<file path="src/sv/tapp_pkg.sv">
`timescale 1ns / 1ps

package tapp_pkg;

    // Rotation cells; the arctangent table limits how many can be used.
    localparam int CORDIC_STAGES = 16;
    localparam int TABLE_LEN     = 24;
    localparam int NUM_CELLS     = (CORDIC_STAGES < TABLE_LEN) ? CORDIC_STAGES : TABLE_LEN;
    localparam int STAGE_W       = $clog2(TABLE_LEN);
    localparam int FRONT_STAGES  = 9;

    // Port widths.
    localparam int COL_W     = 12;
    localparam int ROW_W     = 11;
    localparam int FRAME_W   = 10;
    localparam int OUT_W     = 24;
    localparam int CFG_W     = 32;
    localparam int DPF_W     = 24;
    localparam int CFG_IDX_W = 3;

    // Internal widths.
    localparam int KX_W      = 45;   // slope times pixel coordinate
    localparam int D_W       = 46;   // signed distances, Q.28
    localparam int MAG_SHIFT = 14;   // Q.28 to Q.14
    localparam int MAG_W     = D_W - MAG_SHIFT;
    localparam int NORM_SHIFT = 35;  // Q.14 times Q1.31 down to Q.10
    localparam int R_W       = 2 * MAG_W - NORM_SHIFT;
    localparam int GAIN_W    = 31;
    localparam int GAIN_SHIFT = 23;
    localparam int CX_W      = R_W + GAIN_W - GAIN_SHIFT;
    localparam int ROT_W     = 40;
    localparam int ANG_W     = 32;
    localparam int FD_W      = FRAME_W + DPF_W;
    localparam int DEG_W     = FD_W + 1;
    localparam int CHUNK_W   = 12;   // 2^12 is one more than a multiple of 45
    localparam int S1_W      = CHUNK_W + 2;
    localparam int S2_W      = CHUNK_W + 1;
    localparam int RECIP_W   = 17;
    localparam int RECIP_SHIFT = 22;
    localparam int QPROD_W   = S2_W + RECIP_W;
    localparam int Q_W       = 7;
    localparam int B_W       = 6;
    localparam int FRAC_W    = 13;
    localparam int A_W       = ANG_W - FRAC_W;
    localparam int SAT_W     = ROT_W + 1;
    localparam int RND_SHIFT = 8;

    // Arithmetic constants.
    localparam logic [GAIN_W-1:0]  INV_GAIN_Q31 = 31'd1304065748;
    localparam logic [DEG_W-1:0]   DEG180_Q16   = 35'd11796480;
    localparam int                 MOD_DIV      = 45;   // 360 deg over 2^3
    localparam logic [RECIP_W-1:0] RECIP45      = 17'd93207;
    localparam logic [A_W-1:0]     INV45_MOD    = 19'd151461;  // 45 * x = 1 mod 2^19
    localparam logic signed [SAT_W-1:0] RND_HALF = SAT_W'(2 ** (RND_SHIFT - 1));
    localparam logic signed [SAT_W-1:0] SAT_HI   = SAT_W'(2 ** (OUT_W - 1) - 1);
    localparam logic signed [SAT_W-1:0] SAT_LO   = SAT_W'(-(2 ** (OUT_W - 1)));

    typedef logic signed [ANG_W-1:0] t_angle;

    // Arctangent of 2^-i as a binary angle, 2^32 for a full turn.
    localparam t_angle ATAN_TBL [TABLE_LEN] = '{
        32'h20000000, 32'h12E4051E, 32'h09FB385B, 32'h051111D4, 32'h028B0D43, 32'h0145D7E1,
        32'h00A2F61E, 32'h00517C55, 32'h0028BE53, 32'h00145F2F, 32'h000A2F98, 32'h000517CC,
        32'h00028BE6, 32'h000145F3, 32'h0000A2FA, 32'h0000517D, 32'h000028BE, 32'h0000145F,
        32'h00000A30, 32'h00000518, 32'h0000028C, 32'h00000146, 32'h000000A3, 32'h00000051
    };

    // Fractional part of a binary angle for each remainder modulo 45.
    typedef logic [MOD_DIV-1:0][FRAC_W-1:0] t_frac_tbl;

    function automatic t_frac_tbl build_frac_tbl();
        t_frac_tbl tbl;
        for (int i = 0; i < MOD_DIV; i++) begin
            tbl[i] = FRAC_W'((i * (2 ** FRAC_W)) / MOD_DIV);
        end
        return tbl;
    endfunction

    localparam t_frac_tbl FRAC_TBL = build_frac_tbl();

    // Register map.
    typedef enum logic [CFG_IDX_W-1:0] {
        CFG_AXIS_SLOPE    = 3'd0,
        CFG_AXIS_OFFSET   = 3'd1,
        CFG_BASE_OFFSET   = 3'd2,
        CFG_INVERSE_NORM  = 3'd3,
        CFG_DEG_PER_FRAME = 3'd4
    } t_cfg_index;

    localparam logic signed [CFG_W-1:0] RST_AXIS_SLOPE   = 32'sd0;
    localparam logic signed [CFG_W-1:0] RST_AXIS_OFFSET  = 32'sd67108864;
    localparam logic signed [CFG_W-1:0] RST_BASE_OFFSET  = -32'sd154009600;
    localparam logic [CFG_W-1:0]        RST_INVERSE_NORM = 32'h8000_0000;
    localparam logic [DPF_W-1:0]        RST_DEG_PER_FRAME = 24'd65536;

    typedef struct packed {
        logic signed [CFG_W-1:0] axis_slope;
        logic signed [CFG_W-1:0] axis_offset;
        logic signed [CFG_W-1:0] base_offset;
        logic [CFG_W-1:0]        inverse_norm;
        logic [DPF_W-1:0]        degrees_per_frame;
    } t_cfg;

    // Beat handed from cell to cell.
    typedef struct packed {
        logic                    valid;
        logic signed [ROT_W-1:0] cx;
        logic signed [ROT_W-1:0] cy;
        t_angle                  za;
        logic signed [OUT_W-1:0] z;
    } t_rot;

    typedef struct packed {
        logic signed [OUT_W-1:0] x;
        logic signed [OUT_W-1:0] y;
        logic signed [OUT_W-1:0] z;
    } t_point;

    // Clamp to the signed output range.
    function automatic logic signed [OUT_W-1:0] sat_out(input logic signed [SAT_W-1:0] v);
        logic signed [SAT_W-1:0] c;
        c = v;
        if (v > SAT_HI) begin
            c = SAT_HI;
        end else if (v < SAT_LO) begin
            c = SAT_LO;
        end
        return c[OUT_W-1:0];
    endfunction

endpackage

</file>
<file path="src/sv/tapp_out.sv">
`timescale 1ns / 1ps

module tapp_out import tapp_pkg::*; (
    input  logic   i_clk,
    input  logic   i_rst_n,
    input  t_rot   i_rot,
    input  logic   i_stall,
    output logic   o_en,
    output logic   o_valid,
    output t_point o_point
);

    logic   r_ov, r_skid_v;
    t_point r_out, r_skid;

    logic signed [SAT_W-1:0] n_sx, n_sy;
    t_point                  n_pt;
    logic                    n_push, n_pop;

    // Round to Q.10 and clamp.
    always_comb begin
        n_sx   = SAT_W'(i_rot.cx) + RND_HALF;
        n_sy   = SAT_W'(i_rot.cy) + RND_HALF;
        n_pt.x = sat_out(n_sx >>> RND_SHIFT);
        n_pt.y = sat_out(n_sy >>> RND_SHIFT);
        n_pt.z = i_rot.z;
        n_push = o_en && i_rot.valid;
        n_pop  = r_ov && !i_stall;
    end

    // Output register plus one skid entry; the chain halts while the skid is full.
    always_ff @(posedge i_clk) begin
        if (!i_rst_n) begin
            r_ov     <= 1'b0;
            r_skid_v <= 1'b0;
        end else if (r_skid_v) begin
            if (n_pop) begin
                r_skid_v <= 1'b0;
            end
        end else if (n_push) begin
            if (!r_ov || n_pop) begin
                r_ov <= 1'b1;
            end else begin
                r_skid_v <= 1'b1;
            end
        end else if (n_pop) begin
            r_ov <= 1'b0;
        end
    end

    always_ff @(posedge i_clk) begin
        if (r_skid_v) begin
            if (n_pop) begin
                r_out <= r_skid;
            end
        end else if (n_push) begin
            if (!r_ov || n_pop) begin
                r_out <= n_pt;
            end else begin
                r_skid <= n_pt;
            end
        end
    end

    assign o_en    = !r_skid_v;
    assign o_valid = r_ov;
    assign o_point = r_out;

endmodule

</file>
<file path="config.mk">
export PLATFORM = sky130hd
export DESIGN_NAME = tapp_out
export DESIGN_NICKNAME = d
export VERILOG_FILES = /design/src/sv/tapp_pkg.sv /design/src/sv/tapp_out.sv
export SDC_FILE = /design/constraint.sdc
export NUM_CORES = 1
export LEC_CHECK = 0
export BUFFER_PORTS_ARGS = -buffer_cell sky130_fd_sc_hd__buf_4
export CORE_MARGIN = 4
export CORE_UTILIZATION = 52
export DETAILED_ROUTE_END_ITERATION = 10
export GPL_ROUTABILITY_DRIVEN = 0
export PLACE_DENSITY = 0.93
export SYNTH_ARGS = -nofsm -noshare
export SYNTH_HDL_FRONTEND = slang
export SYNTH_SLANG_ARGS = --single-unit
</file>
<file path="constraint.sdc">
create_clock -name i_clk -period 10 [get_ports i_clk]
set_input_delay 3 -clock i_clk [delete_from_list [all_inputs] [get_ports i_clk]]
set_output_delay 3 -clock i_clk [all_outputs]
set_load 0.02 [all_outputs]
</file>
==> results.py <==
metrics = {
    "yosys": {
        "syn_inst": 567,
        "synth_area_um2": 7109,
        "ys_warn_count": 0,
        "synth_top_family_by_area": "simple AND/OR/NAND/NOR gates",
        "synth_compound_area_share_pct": 12.35,
        "synth.mux.area_fraction_pct": 4.365,
        "yosys.area_share.simple_pct": 12.41,
        "ys.flop_type": "edfxtp_1",
        "synth-edff-count": 144,
        "synthAdderAreaFrac_pct": 0.3520,
        "synth_area_leaders": "edfxtp_1, o311ai_1, nand2_1",
        "synth_top_area_share_pct": 60.82,
        "avgSynthCellArea_um2": 12.54,
        "ys_types": 53,
        "synth_seq_cells": 146,
        "ys_seq_area_share_pct": 61.39,
        "synth_fp_nets": 709,
        "synth_xor_xnor_area_share_pct": 6.037,
        "synthArstFlopShare_pct": 0,
        "synth_area_leader_cell": "edfxtp_1",
    },
    "flow_run": {
        "cap_violations": 0,
    },
    "place": {
        "dp_slack_ps": 3853,
        "port_buffers": 167,
        "hpwlAfterDp_mm": 11.39,
        "postPlaceCellArea_um2": 8468,
    },
    "sta": {
        "fin_crit_ps": 5967,
        "drv_slew": 0,
        "fmax_ghz": 0.1676,
        "setup_violations": 0,
        "relSlewSlack_pct": 31.11,
        "max_slew.worst_pin.slew_ps": 1031,
        "worst_slack_ps": 4033,
        "rsz0062_at_grt": "no",
        "fin_setup_tns_ps": 0,
        "hold_viol": 0,
        "fin_skew_ps": 7.014,
        "fin_crit_sh_pct": 59.67,
    },
    "clocking": {
        "root_buffer": "clkbuf_16",
        "htreeDepth": 4,
        "cts_buffers": 17,
        "postCtsSetupRepairBufs": 0,
        "clock_path_buffers": 2,
        "clock_latency_ps": 410,
        "hold_buffers": 0,
        "cts_resized": 0,
        "cts_tree": "done",
        "path_clk_slew_ps": 60,
        "clock-sinks": 146,
    },
    "worst_setup_path": {
        "r2r-start": "r_skid_v$_SDFF_PN0_",
        "worst_setup_path_start_kind": "primary input",
        "cp_max_fo": 23,
        "cp_top_family": "simple AND/OR/NAND/NOR gates",
        "crit_start": "i_rot[63]",
        "crit_arrival_ps": 6060,
        "critPathCaptureType": "flip-flop",
        "slowest_delay_ps": 710,
        "crit_slowest_cell": "nand3_1",
        "required_ps": 10090,
        "cp_num_buf_inv": 1,
        "worstSetupPathType": "in -> reg",
        "crit_chain": "buf_4 -> ha_1 -> nand4_1 -> nor4_2 -> nand2_1 -> a2111oi_0 -> o221ai_1 -> nand3_1 -> o311ai_0",
    },
    "worst_hold_path": {
        "min_from": "r_skid[40]$_DFFE_PP_",
        "hp-class": "reg -> reg",
    },
    "drt": {
        "drt-total-wl_mm": 16.74,
        "drc": 0,
        "vias_per_cell": 5.961,
        "wire_per_inst_um": 18.33,
        "drt_iter0_drc": 491,
        "antenna_left": 0,
        "num_vias": 5442,
        "dr.pass1.iters": 5,
    },
    "grt": {
        "gr-total-overflow": 0,
        "grt_pass1_wl_mm": 27.11,
        "antenna_found_initial": 0,
        "grt_start_max_net_pins": 73,
        "grt_use_total_pct": 21.33,
        "grt_pass1_vias": 5471,
    },
    "status": {
        "status": "finished, final reports clean",
    },
    "layout": {
        "layout_commonest_cell": "buf_4",
        "nNetsFinal": 866,
        "fin_area_um2": 9035,
        "multiInputGateArea_um2": 2544,
        "regArea_um2": 4368,
        "antenna_cells": 0,
        "drive_gt1_share_pct": 32.29,
        "syn2layout_area_growth_pct": 27.09,
        "fillers": 954,
        "final_cell_mix": "buf_4, edfxtp_1, nand2_1, o311ai_1, xor2_1",
    },
    "pwr": {
        "ir_drop_v": 0.0001145,
        "p_leak_nw": 3.170,
        "power_density_nw_per_um2": 171.9,
    },
    "die": {
        "dieArea_um2": 15610,
        "die_y_um": 124.9,
        "io_pins": 214,
        "start_util_pct": 53.47,
        "rows": 42,
        "die_w_um": 124.9,
        "core_um2": 13300,
    },
}
## path summary, 6_finish.rpt
check / end / slack (ps) / cells past startpoint
max: o_point[28]$_DFFE_PP_ / 4030 / 9
min: o_point[40]$_DFFE_PP_ / 530 / 2
max reg2reg: o_point[28]$_DFFE_PP_ / 7570 / 3
min reg2reg: o_point[40]$_DFFE_PP_ / 530 / 2
## power by group
| part | switching, mW | leakage [nW] | internal, mW |
|---|---|---|---|
| Clock | 0.241 | 0.267 | 0.367 |
| Combinational | 0.122 | 1.55 | 0.0891 |
| Sequential | 0.0149 | 1.35 | 0.719 |
| Total | 0.378 | 3.17 | 1.17 |
## synth_stat cells (3+ instances only)
cell        n
o311ai_0    3
o311ai_1   43
and4_1      5
inv_1      11
nor2b_1     4
xor2_1     30
edfxtp_1  144
a311oi_1    3
mux2i_1     4
o21ai_1    23
nand4_1    16
clkbuf_1   21
nand3_1    20
nor3_1      8
buf_2       8
buf_6       5
and2_1      6
nor2_1     16
and3_1     10
nand2_1    77
o21ai_0    29
or2_2       3
xnor2_1    19
mux2_2     24
## layout make-up
class	instances	share of cell area (%)
inverters	12	0.4985
clock inverters	13	1.482
well taps	176	2.437
flip-flops and latches	146	48.35
multi-input cells	375	28.15
repair buffers	172	14.29
clock buffers	19	4.792
## worst register-to-register path, cell delays in order, from the launching register on
cell and delay [ps]:
dfxtp_4 730, inv_1 340, nand3_1 730, o311ai_0 310
## layer usage
layer  vias up  global-route usage, %  wire (um)
met5         -                      0          0
met1      2630                  26.58       6722
met3        28                  4.331       1136
li1       2518                      -          -
met2       266                  36.58       8552
met4         0                  8.673        326
## flip-flops by register name (all words and copies together) (netlist names)
name and flops:
r_skid 72, o_valid 1, r_skid_v 1, o_point 72
## per-stage QoR
| stage | power (mW) | cells | utilization, % | hold slack (ps) |
|---|---|---|---|---|
| 2_1_floorplan | 0.8592 | 567 | - | 500.0 |
| 3_3_place_gp | 0.9476 | 881 | 63.69 | 509.1 |
| 3_5_place_dp | 0.9571 | 881 | 63.69 | 523.0 |
| 4_1_cts | 1.564 | 913 | 67.96 | 537.1 |
| 5_1_grt | 1.609 | 913 | 67.96 | 550.1 |
| 6_report | 1.553 | 913 | 67.96 | 535.0 |
## logic make-up after synthesis
kind of cell,count (synthesis)
simple gates,176
flops,146
compound gates,120
xor+xnor,49
buf+inv,46
mux,28
fa+ha+maj,2
No activity file was read; power rests on OpenSTA's default activity.
