===== src/sv/tapp_pkg.sv =====
`timescale 1ns / 1ps

package tapp_pkg;

    // Rotation cells; the arctangent table limits how many can be used.
    localparam int CORDIC_STAGES = 16;
    localparam int TABLE_LEN     = 24;
    localparam int NUM_CELLS     = (CORDIC_STAGES < TABLE_LEN) ? CORDIC_STAGES : TABLE_LEN;
    localparam int STAGE_W       = $clog2(TABLE_LEN);
    localparam int FRONT_STAGES  = 9;

    // Port widths.
    localparam int COL_W     = 12;
    localparam int ROW_W     = 11;
    localparam int FRAME_W   = 10;
    localparam int OUT_W     = 24;
    localparam int CFG_W     = 32;
    localparam int DPF_W     = 24;
    localparam int CFG_IDX_W = 3;

    // Internal widths.
    localparam int KX_W      = 45;   // slope times pixel coordinate
    localparam int D_W       = 46;   // signed distances, Q.28
    localparam int MAG_SHIFT = 14;   // Q.28 to Q.14
    localparam int MAG_W     = D_W - MAG_SHIFT;
    localparam int NORM_SHIFT = 35;  // Q.14 times Q1.31 down to Q.10
    localparam int R_W       = 2 * MAG_W - NORM_SHIFT;
    localparam int GAIN_W    = 31;
    localparam int GAIN_SHIFT = 23;
    localparam int CX_W      = R_W + GAIN_W - GAIN_SHIFT;
    localparam int ROT_W     = 40;
    localparam int ANG_W     = 32;
    localparam int FD_W      = FRAME_W + DPF_W;
    localparam int DEG_W     = FD_W + 1;
    localparam int CHUNK_W   = 12;   // 2^12 is one more than a multiple of 45
    localparam int S1_W      = CHUNK_W + 2;
    localparam int S2_W      = CHUNK_W + 1;
    localparam int RECIP_W   = 17;
    localparam int RECIP_SHIFT = 22;
    localparam int QPROD_W   = S2_W + RECIP_W;
    localparam int Q_W       = 7;
    localparam int B_W       = 6;
    localparam int FRAC_W    = 13;
    localparam int A_W       = ANG_W - FRAC_W;
    localparam int SAT_W     = ROT_W + 1;
    localparam int RND_SHIFT = 8;

    // Arithmetic constants.
    localparam logic [GAIN_W-1:0]  INV_GAIN_Q31 = 31'd1304065748;
    localparam logic [DEG_W-1:0]   DEG180_Q16   = 35'd11796480;
    localparam int                 MOD_DIV      = 45;   // 360 deg over 2^3
    localparam logic [RECIP_W-1:0] RECIP45      = 17'd93207;
    localparam logic [A_W-1:0]     INV45_MOD    = 19'd151461;  // 45 * x = 1 mod 2^19
    localparam logic signed [SAT_W-1:0] RND_HALF = SAT_W'(2 ** (RND_SHIFT - 1));
    localparam logic signed [SAT_W-1:0] SAT_HI   = SAT_W'(2 ** (OUT_W - 1) - 1);
    localparam logic signed [SAT_W-1:0] SAT_LO   = SAT_W'(-(2 ** (OUT_W - 1)));

    typedef logic signed [ANG_W-1:0] t_angle;

    // Arctangent of 2^-i as a binary angle, 2^32 for a full turn.
    localparam t_angle ATAN_TBL [TABLE_LEN] = '{
        32'h20000000, 32'h12E4051E, 32'h09FB385B, 32'h051111D4, 32'h028B0D43, 32'h0145D7E1,
        32'h00A2F61E, 32'h00517C55, 32'h0028BE53, 32'h00145F2F, 32'h000A2F98, 32'h000517CC,
        32'h00028BE6, 32'h000145F3, 32'h0000A2FA, 32'h0000517D, 32'h000028BE, 32'h0000145F,
        32'h00000A30, 32'h00000518, 32'h0000028C, 32'h00000146, 32'h000000A3, 32'h00000051
    };

    // Fractional part of a binary angle for each remainder modulo 45.
    typedef logic [MOD_DIV-1:0][FRAC_W-1:0] t_frac_tbl;

    function automatic t_frac_tbl build_frac_tbl();
        t_frac_tbl tbl;
        for (int i = 0; i < MOD_DIV; i++) begin
            tbl[i] = FRAC_W'((i * (2 ** FRAC_W)) / MOD_DIV);
        end
        return tbl;
    endfunction

    localparam t_frac_tbl FRAC_TBL = build_frac_tbl();

    // Register map.
    typedef enum logic [CFG_IDX_W-1:0] {
        CFG_AXIS_SLOPE    = 3'd0,
        CFG_AXIS_OFFSET   = 3'd1,
        CFG_BASE_OFFSET   = 3'd2,
        CFG_INVERSE_NORM  = 3'd3,
        CFG_DEG_PER_FRAME = 3'd4
    } t_cfg_index;

    localparam logic signed [CFG_W-1:0] RST_AXIS_SLOPE   = 32'sd0;
    localparam logic signed [CFG_W-1:0] RST_AXIS_OFFSET  = 32'sd67108864;
    localparam logic signed [CFG_W-1:0] RST_BASE_OFFSET  = -32'sd154009600;
    localparam logic [CFG_W-1:0]        RST_INVERSE_NORM = 32'h8000_0000;
    localparam logic [DPF_W-1:0]        RST_DEG_PER_FRAME = 24'd65536;

    typedef struct packed {
        logic signed [CFG_W-1:0] axis_slope;
        logic signed [CFG_W-1:0] axis_offset;
        logic signed [CFG_W-1:0] base_offset;
        logic [CFG_W-1:0]        inverse_norm;
        logic [DPF_W-1:0]        degrees_per_frame;
    } t_cfg;

    // Beat handed from cell to cell.
    typedef struct packed {
        logic                    valid;
        logic signed [ROT_W-1:0] cx;
        logic signed [ROT_W-1:0] cy;
        t_angle                  za;
        logic signed [OUT_W-1:0] z;
    } t_rot;

    typedef struct packed {
        logic signed [OUT_W-1:0] x;
        logic signed [OUT_W-1:0] y;
        logic signed [OUT_W-1:0] z;
    } t_point;

    // Clamp to the signed output range.
    function automatic logic signed [OUT_W-1:0] sat_out(input logic signed [SAT_W-1:0] v);
        logic signed [SAT_W-1:0] c;
        c = v;
        if (v > SAT_HI) begin
            c = SAT_HI;
        end else if (v < SAT_LO) begin
            c = SAT_LO;
        end
        return c[OUT_W-1:0];
    endfunction

endpackage


===== src/sv/tapp_cordic_cell.sv =====
`timescale 1ns / 1ps

module tapp_cordic_cell import tapp_pkg::*; (
    input  logic               i_clk,
    input  logic               i_rst_n,
    input  logic               i_en,
    input  logic [STAGE_W-1:0] i_stage,
    input  t_rot               i_rot,
    output t_rot               o_rot
);

    logic                    r_valid;
    logic signed [ROT_W-1:0] r_cx, r_cy;
    t_angle                  r_za;
    logic signed [OUT_W-1:0] r_z;

    logic signed [ROT_W-1:0] n_dx, n_dy, n_cx, n_cy;
    t_angle                  n_za;

    // One micro-rotation toward zero residual angle.
    always_comb begin
        n_dx = i_rot.cy >>> i_stage;
        n_dy = i_rot.cx >>> i_stage;
        if (!i_rot.za[ANG_W-1]) begin
            n_cx = i_rot.cx - n_dx;
            n_cy = i_rot.cy + n_dy;
            n_za = i_rot.za - ATAN_TBL[i_stage];
        end else begin
            n_cx = i_rot.cx + n_dx;
            n_cy = i_rot.cy - n_dy;
            n_za = i_rot.za + ATAN_TBL[i_stage];
        end
    end

    always_ff @(posedge i_clk) begin
        if (!i_rst_n) begin
            r_valid <= 1'b0;
        end else if (i_en) begin
            r_valid <= i_rot.valid;
        end
    end

    always_ff @(posedge i_clk) begin
        if (i_en) begin
            r_cx <= n_cx;
            r_cy <= n_cy;
            r_za <= n_za;
            r_z  <= i_rot.z;
        end
    end

    assign o_rot = '{valid: r_valid, cx: r_cx, cy: r_cy, za: r_za, z: r_z};

endmodule


===== config.mk =====
export PLATFORM = sky130hd
export DESIGN_NAME = tapp_cordic_cell
export DESIGN_NICKNAME = d
export VERILOG_FILES = /design/src/sv/tapp_pkg.sv /design/src/sv/tapp_cordic_cell.sv
export SDC_FILE = /design/constraint.sdc
export NUM_CORES = 1
export LEC_CHECK = 0
export BUFFER_PORTS_ARGS = -buffer_cell sky130_fd_sc_hd__buf_2
export CORE_UTILIZATION = 45
export CTS_CLUSTER_DIAMETER = 40
export DETAILED_ROUTE_END_ITERATION = 10
export GPL_TIMING_DRIVEN = 0
export PLACE_DENSITY = 0.79
export SKIP_LAST_GASP = 1
export SLEW_MARGIN = 40
export SYNTH_ARGS = -nofsm -noshare
export SYNTH_HDL_FRONTEND = slang
export SYNTH_SLANG_ARGS = --single-unit

===== constraint.sdc =====
create_clock -name i_clk -period 6.2 [get_ports i_clk]
set_clock_uncertainty 0.05 [all_clocks]
set_input_delay 0.93 -clock i_clk [delete_from_list [all_inputs] [get_ports i_clk]]
set_output_delay 0.93 -clock i_clk [all_outputs]
set_load 0.02 [all_outputs]

==> run_results.csv <==
group,metric,value,unit
clock_tree,htree_levels,4,
global_route,grt_max_degree,73,
synthesis,yosysSeqAreaShare,22.1,%
synthesis,synth_top_area_share,22.0,%
floorplan,io_pins,282,
synthesis,synth-seq-cells,137,
synthesis,syn_nets,2285,
pwr,ir_drop,0.240,mV
global_route,grt.total_usage,44.7,%
global_route,gr-total-overflow,0,
finish,n_antenna_cell,0,
clock_tree,holdBufCountCts,0,
clock_tree,cts_tree,"built",
clock_tree,clockRootBuffer,"clkbuf_16",
detailed_routing,drt_iter0_markers,2340,
outcome,violations,"negative setup slack",
timing,post-route-period-util,102,%
floorplan,core.rowCount,74,
timing,drv_slew,0,
pwr,p_leak,9.90,nW
timing,relSlewSlack,43.4,%
synthesis,yosys-top-cells-area,"edfxtp_1 (22%), mux4_2 (10%), ha_1 (8.2%), xnor2_1 (5.9%), mux2i_1 (4.6%)",
detailed_routing,drc,0,
timing,tns,-0.372,ns
placement,routabilityCongestion,1.04,
detailed_routing,wire_per_inst,32.5,um
clock_tree,ctsLongestPathBuffers,2,
global_route,grt_pass1_vias,19665,
setup_path,crit_path_top_delay_cell,"a222oi_1",
detailed_routing,first_pass_iters,7,
detailed_routing,vias_per_cell,6.88,
finish,final_cell_mix,"buf_2 (284), buf_4 (161), nor2_1 (145)",
worst_hold_path,hp-class,"reg2reg",
setup_path,critPathLaunchType,"input pin",
run,maxCapViolCount,0,
global_route,grt-busiest-layer,"met2",
setup_path,endpoint_kind,"register",
floorplan,die_h,205,um
synthesis,synthFlopType,"edfxtp_1",
placement,io_buffers,276,
setup_path,cp.arrival,6.50,ns
setup_path,critical_path_class,"in2reg",
finish,nFillCells,3444,
setup_path,max_stage_delay,0.50,ns
clock_tree,cts.sinks,137,
finish,final_common_cell,"buf_2",
synthesis,synth_cell_types,92,
pwr,finalPower,6.01,mW
detailed_routing,vias,20652,
floorplan,core,40700,um2
finish,nNetsFinal,2724,
floorplan,dieArea,42100,um2
global_route,met2_usage,71.0,%
clock_tree,clk_transition_reported_paths,0.07,ns
setup_path,crit_fanout,6,
synthesis,syn_avg_cell_area,9.21,um2
detailed_routing,drt-total-wl,97.5,mm
setup_path,worstPathRequired,6.39,ns
synthesis,yosysTopAreaCell,"edfxtp_1",
timing,max_freq,159,MHz
placement,dpl.hpwl,73.0,mm
pwr,power_density,252,nW/um2
timing,hold_viol,0,
synthesis,syn-cell-area,18600,um2
outcome,outcome,"finished, violations left",
timing,setup_viol,6,
synthesis,synthCells,2016,
global_route,antenna_found_initial,2,
global_route,grt_first_pass_wirelength,133,mm
timing,final.setup.worst_slack,-0.108,ns
global_route,grtUsageMet3,11.6,%
global_route,met1_usage,51.9,%
clock_tree,clk_latency,0.51,ns
detailed_routing,ant_nets,0,
finish,drive_above_1_share,35.5,%
floorplan,start_util,45.6,%
clock_tree,cts_inserted_buffers,17,
timing,tightest_slew,0.848,ns
timing,grt_setup_unrepaired,"true",
finish,areaGrowthSynthToFinish,28.6,%
synthesis,synth-edff-count,136,
synthesis,ys_async_sr_fraction,0,%
setup_path,crit_top_cell,"buf_12",
synthesis,yosys_warnings,0,
timing,post-route-min-period,6.31,ns
floorplan,die_w,205,um
-- layer usage --
layer,vias up,share of wire (%)
li1,8707,-
met1,10031,37
met2,1523,44
met3,385,9.8
met4,6,8.6
met5,-,0.16
-- kinds of logic (layout without fill, tap and decap cells) --
group | count (synthesis) | in the layout | synth area share (%)
buffers and inverters | 168 | 620 | 4.25
xor gates and xnor gates | 193 | 193 | 9.10
muxes | 222 | 222 | 18.0
AOI/OAI and AO/OA | 647 | 647 | 23.5
DFF | 137 | 137 | 22.1
and+or+nand+nor | 525 | 525 | 14.6
adders and majority gates | 124 | 124 | 8.48
-- path summary, 6_finish.rpt --
| kind | start | to | depth (start not counted) | slack (ns) |
|---|---|---|---|---|
| hold / removal | r_valid$_SDFFE_PN0P_ | r_valid$_SDFFE_PN0P_ | 2 | 0.49 |
| setup reg to reg | r_valid$_SDFFE_PN0P_ | r_valid$_SDFFE_PN0P_ | 2 | 5.53 |
| hold reg to reg | r_valid$_SDFFE_PN0P_ | r_valid$_SDFFE_PN0P_ | 2 | 0.49 |
| setup / recovery | i_stage[0] | r_cx[34]$_DFFE_PP_ | 25 | -0.11 |
-- state kept, by name (all words and copies together) (netlist names) --
signal / count
r_valid: 1
r_z: 24
r_cx: 40
r_cy: 40
r_za: 32
-- final cells by class --
| cell class | instances | area, um2 | area share, % |
|---|---|---|---|
| Inverter | 46 | 190 | 0.797 |
| Buffer | 117 | 957 | 4.01 |
| Timing Repair Buffer | 425 | 2640 | 11.1 |
| Clock inverter | 15 | 176 | 0.739 |
| Multi-Input combinational cell | 1711 | 14700 | 61.6 |
| Tap cell | 532 | 666 | 2.79 |
| Sequential cell | 137 | 4100 | 17.2 |
| Clock buffer | 17 | 425 | 1.78 |
-- what timing repair did --
action                                  4_1_cts  5_1_grt
gates resized for setup                     189      159
pin swaps                                    43       90
setup buffers                                67       74
cloned                                        1        2
endpoints found under the setup margin       73       43
-- worst max-delay path, delay by kind of cell --
family | cells | cell delay (ns)
adders and majority gates | 1 | 0.36
muxes | 1 | 0.31
xor gates and xnor gates | 1 | 0.15
AOI/OAI and AO/OA | 8 | 1.79
buffers and inverters | 7 | 1.14
and+or+nand+nor | 7 | 1.79
-- stage by stage --
| stage | setup WS [ns] | hold slack, ns | std cells | cell area (um2) | util, % |
|---|---|---|---|---|---|
| final | -0.108 | 0.488 | 3000 | 23900 | 58.6 |
| after global routing | -0.270 | 0.508 | 3000 | 23900 | 58.6 |
| after CTS | -0.00861 | 0.486 | 2928 | 22600 | 55.5 |
| after detailed placement | -2.23 | 0.466 | 2831 | 20700 | 50.9 |
| after global placement | -2.30 | 0.449 | 2824 | 20600 | 50.6 |
| after floorplan | 0.0461 | 0.434 | 2016 | 18600 | - |
-- where the power goes --
part / internal (mW) / total [mW] / leakage [nW] / switching (mW)
registers: 1.35 / 1.41 / 1.34 / 0.0606
logic: 1.39 / 3.51 / 8.27 / 2.13
clock network: 0.542 / 1.09 / 0.288 / 0.546
-- synth_stat cells (13+ instances only) --
library cell / count
clkbuf_1: 46
or2_2: 13
and3_1: 22
xnor2_1: 125
buf_2: 39
mux2i_1: 86
o22ai_1: 22
o211ai_1: 20
a21oi_1: 150
and2_1: 35
o21a_1: 27
a22oi_1: 22
a31oi_1: 39
edfxtp_1: 136
nand2b_1: 28
a211oi_1: 29
a21o_1: 66
xor2_1: 68
nor2b_1: 28
o21bai_1: 15
nand2_1: 115
inv_1: 41
ha_1: 121
o21ai_0: 111
mux4_2: 83
nor3_1: 34
nor2_1: 149
mux2_2: 51
nor3b_1: 14
buf_1: 18
nand3_1: 30
No activity file was read; power rests on OpenSTA's default activity.
